`src/rtl/tawc_pkg.sv`:
```
`default_nettype none

package tawc_pkg;

  // Field widths.
  localparam int SAMPLE_W = 16;
  localparam int WHOLE_W  = 13;
  localparam int NUMBER_W = 8;
  localparam int AGE_W    = 8;
  localparam int CFG_IDX_W = 8;

  // Default history length.
  localparam int HISTORY_DEPTH_DEF = 23;

  // Register indexes on the configuration port.
  localparam logic [CFG_IDX_W-1:0] REG_NORMAL_LOW    = 8'd0;
  localparam logic [CFG_IDX_W-1:0] REG_NORMAL_HIGH   = 8'd1;
  localparam logic [CFG_IDX_W-1:0] REG_HOLDOFF_LIMIT = 8'd2;
  localparam logic [CFG_IDX_W-1:0] REG_ONE_SHOT      = 8'd3;

  // Register values after reset.
  localparam logic signed [SAMPLE_W-1:0] NORMAL_LOW_RST    = 16'sd185;
  localparam logic signed [SAMPLE_W-1:0] NORMAL_HIGH_RST   = 16'sd255;
  localparam logic [AGE_W-1:0]           HOLDOFF_LIMIT_RST = 8'd2;
  localparam logic                       ONE_SHOT_RST      = 1'b1;

  // Alarm kinds.
  localparam logic KIND_COLD = 1'b0;
  localparam logic KIND_HOT  = 1'b1;

  // Divide by ten: (x * 0xCCCD) >> 19 is exact for any 16-bit unsigned x.
  localparam logic [SAMPLE_W-1:0] DIV10_RECIP = 16'hCCCD;
  localparam int                  DIV10_SHIFT = 19;

  // Per-word control handed from the sequencer to the output stage.
  typedef struct packed {
    logic                kind;
    logic [NUMBER_W-1:0] number;
    logic                last;
  } word_ctl_t;

endpackage

`default_nettype wire

```
`src/rtl/tawc_cell.sv`:
```
`default_nettype none

// One history entry. It takes its neighbor's value on every shift.
module tawc_cell
  import tawc_pkg::*;
(
  input  wire logic                       clk,
  input  wire logic                       rst,
  input  wire logic                       shift,
  input  wire logic signed [SAMPLE_W-1:0] d,
  output logic signed [SAMPLE_W-1:0]      q
);

  always_ff @(posedge clk) begin
    if (rst) begin
      q <= '0;
    end else if (shift) begin
      q <= d;
    end
  end

endmodule

`default_nettype wire

```
`src/rtl/tawc_out_stage.sv`:
```
`default_nettype none

// Output register. It takes the oldest entry off the chain, divides it by ten
// and holds the word until the consumer takes it.
module tawc_out_stage
  import tawc_pkg::*;
#(
  parameter int HISTORY_DEPTH = HISTORY_DEPTH_DEF,
  localparam int POS_W = $clog2(HISTORY_DEPTH)
) (
  input  wire logic                       clk,
  input  wire logic                       rst,
  input  wire logic                       load,
  input  wire word_ctl_t                  ctl,
  input  wire logic [POS_W-1:0]           pos,
  input  wire logic signed [SAMPLE_W-1:0] sample,
  output logic                            can_load,
  output logic                            out_valid,
  input  wire logic                       out_ready,
  output logic                            alarm_kind,
  output logic [NUMBER_W-1:0]             alarm_number,
  output logic [POS_W-1:0]                position,
  output logic signed [SAMPLE_W-1:0]      history_sample,
  output logic signed [WHOLE_W-1:0]       whole_degrees,
  output logic                            last
);

  logic                  neg;
  logic [SAMPLE_W-1:0]   mag;
  logic [2*SAMPLE_W-1:0] prod;
  logic [WHOLE_W-1:0]    quot;
  logic [WHOLE_W-1:0]    whole;

  // Truncating division by ten on the magnitude, sign applied afterwards.
  always_comb begin
    neg   = sample[SAMPLE_W-1];
    mag   = neg ? (~sample + 1'b1) : sample;
    prod  = mag * DIV10_RECIP;
    quot  = prod[DIV10_SHIFT +: WHOLE_W];
    whole = neg ? (~quot + 1'b1) : quot;
  end

  assign can_load = !out_valid || out_ready;

  // Valid flag.
  always_ff @(posedge clk) begin
    if (rst) begin
      out_valid <= 1'b0;
    end else if (load) begin
      out_valid <= 1'b1;
    end else if (out_ready) begin
      out_valid <= 1'b0;
    end
  end

  // Payload.
  always_ff @(posedge clk) begin
    if (load) begin
      alarm_kind     <= ctl.kind;
      alarm_number   <= ctl.number;
      last           <= ctl.last;
      position       <= pos;
      history_sample <= sample;
      whole_degrees  <= whole;
    end
  end

endmodule

`default_nettype wire

```
`src/rtl/temp_alarm_window_capture_unit.sv`:
```
`default_nettype none

// The first dump word enters the output register once the alarm sample is accepted and
// the output register is empty or the previous dump's last word is being taken.
// Samples without alarm go in back to back; an alarm dumps HISTORY_DEPTH history words,
// one word per cycle while out_ready holds, as the history chain rotates once.
// Reset is synchronous; it clears the whole history chain, hold-off and sequence, and
// loads the config registers with reset values; the block takes samples right after.
module temp_alarm_window_capture_unit
  import tawc_pkg::*;
#(
  parameter int HISTORY_DEPTH = HISTORY_DEPTH_DEF,
  localparam int POS_W = $clog2(HISTORY_DEPTH)
) (
  input  wire logic                       clk,
  input  wire logic                       rst,
  input  wire logic                       cfg_valid,
  output logic                            cfg_ready,
  input  wire logic [CFG_IDX_W-1:0]       cfg_index,
  input  wire logic [SAMPLE_W-1:0]        cfg_data,
  input  wire logic                       in_valid,
  output logic                            in_ready,
  input  wire logic signed [SAMPLE_W-1:0] temperature,
  output logic                            out_valid,
  input  wire logic                       out_ready,
  output logic                            alarm_kind,
  output logic [NUMBER_W-1:0]             alarm_number,
  output logic [POS_W-1:0]                position,
  output logic signed [SAMPLE_W-1:0]      history_sample,
  output logic signed [WHOLE_W-1:0]       whole_degrees,
  output logic                            last
);

  typedef enum logic {IDLE, DUMP} state_t;

  localparam logic [POS_W-1:0] POS_LAST = POS_W'(HISTORY_DEPTH - 1);

  state_t                       state;
  logic [POS_W-1:0]             pos;
  logic                         kind;
  logic [NUMBER_W-1:0]          number;
  logic [NUMBER_W-1:0]          alarm_count;
  logic [AGE_W-1:0]             holdoff_age;
  logic                         fired_once;
  logic signed [SAMPLE_W-1:0]   normal_low;
  logic signed [SAMPLE_W-1:0]   normal_high;
  logic [AGE_W-1:0]             holdoff_limit;
  logic                         one_shot;

  logic                         in_acc;
  logic                         advance;
  logic                         can_load;
  logic                         below;
  logic                         above;
  logic                         fire;
  logic                         shift;
  logic signed [SAMPLE_W-1:0]   chain_in;
  logic signed [SAMPLE_W-1:0]   hist [HISTORY_DEPTH];
  word_ctl_t                    ctl;

  assign cfg_ready = 1'b1;
  assign in_ready  = (state == IDLE);
  assign in_acc    = in_valid && in_ready;
  assign advance   = (state == DUMP) && can_load;

  // Alarm decision on the incoming sample.
  always_comb begin
    below = temperature < normal_low;
    above = temperature > normal_high;
    fire  = (below || above)
         && ((holdoff_age == '0) || (holdoff_age > holdoff_limit))
         && !(one_shot && fired_once);
  end

  // The chain takes a new sample at the head, or rotates its tail back to the head.
  assign shift    = in_acc || advance;
  assign chain_in = in_acc ? temperature : hist[HISTORY_DEPTH-1];

  // History chain: cell 0 is the newest entry, the last cell the oldest.
  for (genvar i = 0; i < HISTORY_DEPTH; i++) begin : g_cell
    tawc_cell u_cell (
      .clk   (clk),
      .rst   (rst),
      .shift (shift),
      .d     ((i == 0) ? chain_in : hist[(i == 0) ? 0 : i - 1]),
      .q     (hist[i])
    );
  end

  // Configuration registers; unknown indexes are ignored.
  always_ff @(posedge clk) begin
    if (rst) begin
      normal_low    <= NORMAL_LOW_RST;
      normal_high   <= NORMAL_HIGH_RST;
      holdoff_limit <= HOLDOFF_LIMIT_RST;
      one_shot      <= ONE_SHOT_RST;
    end else if (cfg_valid && cfg_ready) begin
      unique case (cfg_index)
        REG_NORMAL_LOW:    normal_low    <= cfg_data;
        REG_NORMAL_HIGH:   normal_high   <= cfg_data;
        REG_HOLDOFF_LIMIT: holdoff_limit <= cfg_data[AGE_W-1:0];
        REG_ONE_SHOT:      one_shot      <= cfg_data[0];
        default: ;
      endcase
    end
  end

  // Sequencer: alarm bookkeeping and the dump walk.
  always_ff @(posedge clk) begin
    if (rst) begin
      state       <= IDLE;
      pos         <= '0;
      kind        <= KIND_COLD;
      number      <= '0;
      alarm_count <= '0;
      holdoff_age <= '0;
      fired_once  <= 1'b0;
    end else begin
      unique case (state)
        IDLE: begin
          if (in_acc) begin
            if (fire) begin
              state       <= DUMP;
              pos         <= '0;
              kind        <= below ? KIND_COLD : KIND_HOT;
              number      <= alarm_count;
              alarm_count <= alarm_count + 1'b1;
              holdoff_age <= AGE_W'(1);
              fired_once  <= 1'b1;
            end else if (holdoff_age <= holdoff_limit && holdoff_age != '1) begin
              holdoff_age <= holdoff_age + 1'b1;
            end
          end
        end
        DUMP: begin
          if (advance) begin
            if (pos == POS_LAST) begin
              state <= IDLE;
            end else begin
              pos <= pos + 1'b1;
            end
          end
        end
        default: state <= IDLE;
      endcase
    end
  end

  always_comb begin
    ctl.kind   = kind;
    ctl.number = number;
    ctl.last   = (pos == POS_LAST);
  end

  tawc_out_stage #(
    .HISTORY_DEPTH (HISTORY_DEPTH)
  ) u_out (
    .clk            (clk),
    .rst            (rst),
    .load           (advance),
    .ctl            (ctl),
    .pos            (pos),
    .sample         (hist[HISTORY_DEPTH-1]),
    .can_load       (can_load),
    .out_valid      (out_valid),
    .out_ready      (out_ready),
    .alarm_kind     (alarm_kind),
    .alarm_number   (alarm_number),
    .position       (position),
    .history_sample (history_sample),
    .whole_degrees  (whole_degrees),
    .last           (last)
  );

endmodule

`default_nettype wire
```
`config.mk`:
```
export PLATFORM = sky130hd
export DESIGN_NAME = temp_alarm_window_capture_unit
export DESIGN_NICKNAME = d
export VERILOG_FILES = /design/src/rtl/tawc_pkg.sv /design/src/rtl/tawc_cell.sv /design/src/rtl/tawc_out_stage.sv /design/src/rtl/temp_alarm_window_capture_unit.sv
export SDC_FILE = /design/constraint.sdc
export NUM_CORES = 1
export LEC_CHECK = 0
export BUFFER_PORTS_ARGS = -buffer_cell sky130_fd_sc_hd__buf_2
export CORE_ASPECT_RATIO = 1.5
export CORE_MARGIN = 2
export CORE_UTILIZATION = 50
export CTS_BUF_LIST = sky130_fd_sc_hd__clkbuf_2
export CTS_CLUSTER_DIAMETER = 60
export CTS_CLUSTER_SIZE = 20
export DETAILED_ROUTE_END_ITERATION = 8
export HOLD_SLACK_MARGIN = 0.15
export PLACE_DENSITY = 0.67
export SLEW_MARGIN = 30
export SYNTH_ARGS = -nofsm -noshare
export SYNTH_HDL_FRONTEND = slang
export SYNTH_SLANG_ARGS = --single-unit
export TNS_END_PERCENT = 50
```
`constraint.sdc`:
```
create_clock -name clk -period 9.5 [get_ports clk]
set_input_delay 0.475 -clock clk [delete_from_list [all_inputs] [get_ports clk]]
set_output_delay 0.475 -clock clk [all_outputs]
set_load 0.02 [all_outputs]
```
==> Yosys cells after proc, flatten, opt, wreduce, memory -nomap -nowiden <==
Cells that the tools add are included.
{ "op_classes": {"addsub": 5, "muxes": 18, "n_reduce_logical": 23, "n_eq_ne": 9, "n_bitwise": 3, "magnitude_cmp": 4, "mul": 1} }
{ "ops": {"columns": ["operator", "n"], "rows": [
  ["multiplier 16 x 16 -> 32 bit (second input constant)", 1],
  ["2-to-1 mux 16 bit", 2],
  ["2-to-1 mux 5 bit", 4],
  ["adder 16 x 1 -> 16 bit (second input constant)", 1],
  ["adder 8 x 1 -> 8 bit (second input constant)", 2],
  ["equality test 8 x 2 -> 1 bit (second input constant)", 2],
  ["greater-than comparator 16 bit", 1],
  ["logical NOT 8 bit", 2],
  ["< comparator 16 bit", 1],
  ["2-to-1 mux 8 bit", 2],
  ["inverter 16 bit", 1],
  ["adder 13 x 1 -> 13 bit (second input constant)", 1],
  ["2-to-1 mux 13 bit", 1],
  ["inverter 13 bit", 1],
  ["case mux 5 bit (2 select lines)", 1],
  ["equality test 8 x 1 -> 1 bit (second input constant)", 1],
  ["greater-than comparator 8 bit", 1],
  ["<= comparator 8 bit", 1],
  ["inequality test 8 bit (second input constant)", 1],
  ["AND reduction 2 bit", 4],
  ["2-to-1 mux 1 bit", 7],
  ["logical AND 1 bit", 6],
  ["inequality test 2 x 1 -> 1 bit (second input constant)", 3],
  ["AND reduction 3 bit", 2],
  ["9 further kinds", 14]
]} }
{ "word_totals": {"out_inout_bits": 47, "inputBits": 45, "wordCells": 104, "regBits": 486} }

==> Longest topological paths before layout <==
{ "logic_depth": {"depth_word": 7, "ltp_mapped": 29, "mapped_depth_nobuf": 28} }

==> Modules after synthesis <==
From an unflattened synthesis, not the netlist that was laid out.
{ "unflattened": {"cells_unflattened": 2384, "hier_area_um2": 24369.6} }
{ "modules_own_cells": {"columns": ["mod", "n_inst", "cells_per_inst", "area_per_inst_um2", "seq_area_each_um2"], "rows": [
  ["tawc_cell", 23, 52, 580.6, 320.3],
  ["tawc_out_stage", 1, 668, 6787.8, 1341.3],
  ["temp_alarm_window_capture_unit", 1, 520, 4229.1, 1461.4]
]} }

==> Least setup slack after synthesis <==
No wires, ideal clock.
{ "synth_timing": {"path_type": "register to register", "startpoint": "reg g_cell[22].u_cell.q[3]", "endpoint": "reg u_out.whole_degrees[10], data pin", "path_stages_with_launch": 26, "synth_period_minus_slack_ns": 7.552, "setup_time_ns": 0.266, "arrival_ns": 7.286, "t_required_ns": 9.234, "slack_ns": 1.948, "path_buffers": 1, "path_cell_list": "dfxtp_1 > clkbuf_1 > nor4_1 > inv_1 > nor3_1 > nand3_1 > or4b_2 > inv_1 > ha_1 > ha_1 > fa_1 > fa_1 > fa_1 > inv_1 > fa_1 > inv_1 > ha_1 > nand3_1 > or3_1 > o31ai_2 > xnor2_1 > ha_1 > nand3_2 > or4b_4 > o31ai_2 > xor2_1"} }
{ "synth_via": {"elab_chain_cells": 7} }
{ "synth_rtl": {"columns": ["item", "line_no", "text"], "rows": [
  ["start: declaration", "tawc_cell.sv:11", "output logic signed [SAMPLE_W-1:0] q"],
  ["start signal: assignment", "tawc_cell.sv:16", "q <= '0;"],
  ["start signal: assignment", "tawc_cell.sv:18", "q <= d;"],
  ["inverter 16 bit", "tawc_out_stage.sv:37", "mag = neg ? (~sample + 1'b1) : sample;"],
  ["adder 16 x 1 -> 16 bit", "tawc_out_stage.sv:37", null],
  ["2-to-1 mux 16 bit (*)", "tawc_out_stage.sv:37", null],
  ["multiplier 16 x 16 -> 32 bit (*)", "tawc_out_stage.sv:38", "prod = mag * DIV10_RECIP;"],
  ["inverter 13 bit", "tawc_out_stage.sv:40", "whole = neg ? (~quot + 1'b1) : quot;"],
  ["adder 13 x 1 -> 13 bit", "tawc_out_stage.sv:40", null],
  ["2-to-1 mux 13 bit (*)", "tawc_out_stage.sv:40", null],
  ["via u_out.whole[10]", "tawc_out_stage.sv:32", "logic [WHOLE_W-1:0] whole;"],
  ["end signal: assignment", "tawc_out_stage.sv:64", "whole_degrees <= whole;"],
  ["end: declaration", "tawc_out_stage.sv:24", "output logic signed [WHOLE_W-1:0] whole_degrees,"]
]} }
The timed path passes the listed nets; every way through them passes the cells marked *.
A chain may end at the register's enable or synchronous reset.

==> Final worst setup path <==
{ "layout_timing": {"startpoint": "reg g_cell[22].u_cell.q[2]", "endpoint": "reg u_out.whole_degrees[10], data pin"} }
The elaborated chain is that of the path after synthesis.

==> results_dict.tcl <==
set metrics [dict create \
    status "completed" \
    dieArea_um2 48400 \
    intPower_uw 2380 \
    cp_top_family "adder cells" \
    cp_max_fo 8 \
    worstMarginPinSlew_ns 0.936 \
    io_buffers 90 \
    skew_ns 0.177 \
    pwr-share-seq_pct 63.6 \
    grt_pass1_wl_um 91600 \
    p_leak_uw 0.0106 \
    cts_htree_levels 1 \
    vias_per_cell 5.34 \
    ant_nets 0 \
    ys_warn_count 0 \
    dp_hpwl_um 39600 \
    period_share_pct 87.3 \
    num_rows 97 \
    r2r-end "u_out.whole_degrees[10]$_DFFE_PP_" \
    die_h_um 269 \
    place_area_um2 24200 \
    p_clk_share_pct 21.8 \
    vias 18600 \
    antenna_found_initial 2 \
    rrSetupSlack_ns 1.20 \
    cts_setup_buffers 0 \
    ios 92 \
    clock_sinks 486 \
    yosysTopAreaCellShare_pct 37.9 \
    crit_slowest_cell "or4b_2" \
    grt_overflow 0 \
    slowest_delay_ns 0.79 \
    clk_pin_slew_worst_paths_ns 0.37 \
    synth_top_area_cell "dfxtp_1" \
    hold_viol_final 0 \
    avgSynthCellArea_um2 8.47 \
    track_usage_pct 23.1 \
    grt_pass1_vias 18200 \
    cts_max_path_buffers 3 \
    routed_wl_um 57100 \
    arrival_ns 9.16 \
    num-fill-cells 4267 \
    final_common_cell "nand2_1" \
    cts_tree "yes" \
    power.share.switching_pct 30.1 \
    ys_seq_area_share_pct 43.6 \
    avgRoutedWirePerCell_um 16.4 \
    area_growth_pct 10.4 \
    min-delay-start "in_valid" \
    syn_inst 2754 \
    design.core.area_um2 46400 \
    grt_max_degree 238 \
    min_path_cells 5 \
    power.density_nw_per_um2 132 \
    cp-start-kind "flop" \
    ys.flop_type "dfxtp_1" \
    dr.pass1.iters 5 \
    drc 0 \
    cts_resized 0 \
    dp.cells 3302 \
    root_buffer "clkbuf_2" \
    async_flop_share_pct 0 \
    final_max_slew_viol_count 0 \
    synth_edf_count 44 \
    setup_viol 0 \
    synth_area_leaders "dfxtp_1 38%, nand2_1 13%, ha_1 9.4%" \
    rsz0062_at_grt "false" \
    r2r_start "g_cell[22].u_cell.q[2]$_SDFFE_PP0P_" \
    period_minus_slack_ns 8.30 \
    nNetsFinal 3167 \
    pwr-share-comb_pct 14.6 \
    path_buf_inv 4 \
    path_cells "nor4_1 -> inv_1 -> nor3_1 -> nand3_1 -> or4b_2 -> inv_1 -> ha_1 -> ha_1 -> fa_1 -> fa_1 -> fa_1 -> inv_1 -> fa_1 -> inv_1 -> ha_1 -> nand3_1 -> or3_1 -> o31ai_2 -> xnor2_1 -> ha_1 -> nand3_2 -> or4b_4 -> o31ai_2 -> xor2_1" \
    critPathRequiredTime_ns 10.37 \
    ys_types 69 \
    syn-cell-area_um2 23300 \
    synth_seq_cells 486 \
    drt_iter0_markers 1172 \
    layout_common_cells "820 x nand2_1, 442 x dfxtp_1, 404 x a21oi_1" \
    max_clock_freq_ghz 0.121 \
    p_switching_uw 1020 \
    die_w_um 180 \
    cp-end-kind "flop" \
    vdd_drop_max_uv 116 \
    tns_ns 0 \
    crit_type "flop to flop" \
    layout-drive-gt1-share_pct 6.00 \
    hp-class "input port to flop" \
    finalNonFillerCells 3480 \
    final_area_um2 25800 \
    gp_congestion 0.970 \
    power.total_uw 3400 \
    numCtsBuffers 30 \
    min_to "g_cell[1].u_cell.q[8]$_SDFFE_PP0P_" \
    insertion_delay_ns 1.12 \
    relSlewSlack_pct 37.6 \
    syn-num-nets 3048 \
    ff2ff_path_depth 24 \
    initial_core_util_pct 50.3 \
    maxCapViolations 0 \
]
-- per-layer routing --
metal  track usage [%]  wire length (um)  vias up
met4              13.6              3550        4
li1                  -                 -     9235
met1              25.0             21800     8818
met3              2.17              1450      180
met5                 0                27        -
met2              43.6             30300      333
-- cells by family after synthesis --
group	synth area share, %
compound gates	13.2
mux	1.52
buf+inv	5.74
other cells	0.0161
simple gates	17.7
xor+xnor	2.50
flops	43.6
fa+ha+maj	15.7
-- power by group through the flow --
| stage | sequential, uW | clock, uW | combinational (uW) |
|---|---|---|---|
| 5_1_grt | 2170 | 853 | 547 |
| 3_3_place_gp | 2190 | 0 | 439 |
| 3_5_place_dp | 2200 | 0 | 455 |
| 4_1_cts | 2160 | 778 | 499 |
| 6_report | 2160 | 741 | 498 |
| 2_1_floorplan | 2220 | 0 | 301 |
-- how the worst max path moves through the flow --
stage | end | start | cells past startpoint | slack (ns)
global placement | u_out.whole_degrees[10]$_DFFE_PP_ | g_cell[22].u_cell.q[2]$_SDFFE_PP0P_ | 24 | 1.24
detailed placement | u_out.whole_degrees[10]$_DFFE_PP_ | g_cell[22].u_cell.q[2]$_SDFFE_PP0P_ | 24 | 1.18
floorplan | u_out.whole_degrees[10]$_DFFE_PP_ | g_cell[22].u_cell.q[3]$_SDFFE_PP0P_ | 25 | 1.95
finish | u_out.whole_degrees[10]$_DFFE_PP_ | g_cell[22].u_cell.q[2]$_SDFFE_PP0P_ | 24 | 1.20
CTS | u_out.whole_degrees[10]$_DFFE_PP_ | g_cell[22].u_cell.q[2]$_SDFFE_PP0P_ | 24 | 1.17
global route | u_out.whole_degrees[10]$_DFFE_PP_ | g_cell[22].u_cell.q[2]$_SDFFE_PP0P_ | 24 | 0.73
-- registers in the layout (all words and copies together), names as in the netlist --
register              flops
alarm_count               8
fired_once                1
g_cell.u_cell.q         368
holdoff_age               8
holdoff_limit             8
kind                      1
normal_high              16
normal_low               16
number                    8
one_shot                  1
pos                       5
state                     1
u_out.alarm_kind          1
u_out.alarm_number        8
u_out.history_sample     16
u_out.last                1
u_out.out_valid           1
u_out.position            5
u_out.whole_degrees      13
-- per-stage QoR --
stage	setup WS (ns)	hold slack, ns	util (%)
finish	1.20	0.321	55.6
global placement	1.24	0.415	52.0
CTS	1.17	0.162	55.6
global route	0.734	0.237	55.6
floorplan	1.95	0.403	-
detailed placement	1.18	0.421	52.2
-- worst min-delay path, stage by stage --
cell and delay (ns):
dlygate4sd3_1 0.53, buf_2 0.16, a21oi_4 0.16, nand2_1 0.09, a21oi_1 0.05
-- what timing repair did --
| item | 4_1_cts | 5_1_grt |
|---|---|---|
| hold buffers | 133 | 0 |
| endpoints found under the hold margin | 274 | 0 |
| setup endpoints to repair | 0 | 0 |
-- cells in the mapped netlist, types with 8 or more instances --
cell type,number
a211o_1,8
a211oi_1,11
a21o_1,18
a21oi_1,405
a311oi_1,16
a31oi_1,9
and2_1,8
clkbuf_1,144
dfxtp_1,442
edfxtp_1,44
fa_1,73
ha_1,176
inv_1,199
mux2i_1,32
nand2_1,821
nand2b_1,9
nand3_1,24
nand3b_1,9
nand4_1,14
nor2_1,86
nor2b_1,12
nor3_1,8
o21a_1,8
o21ai_0,21
xnor2_1,40
xor2_1,23
-- cell type report --
class | instances | area, um^2 | area share [%]
sequential | 486 | 10200 | 39.5
multi-input combinational | 1914 | 11900 | 46.0
timing repair buffer | 240 | 1990 | 7.73
tap | 594 | 743 | 2.88
clock inverter | 8 | 72.6 | 0.282
antenna | 1 | 2.50 | 0.00971
clock buffer | 36 | 180 | 0.699
inverter | 201 | 754 | 2.93
Note: power is estimated with default switching activity, not from simulation.
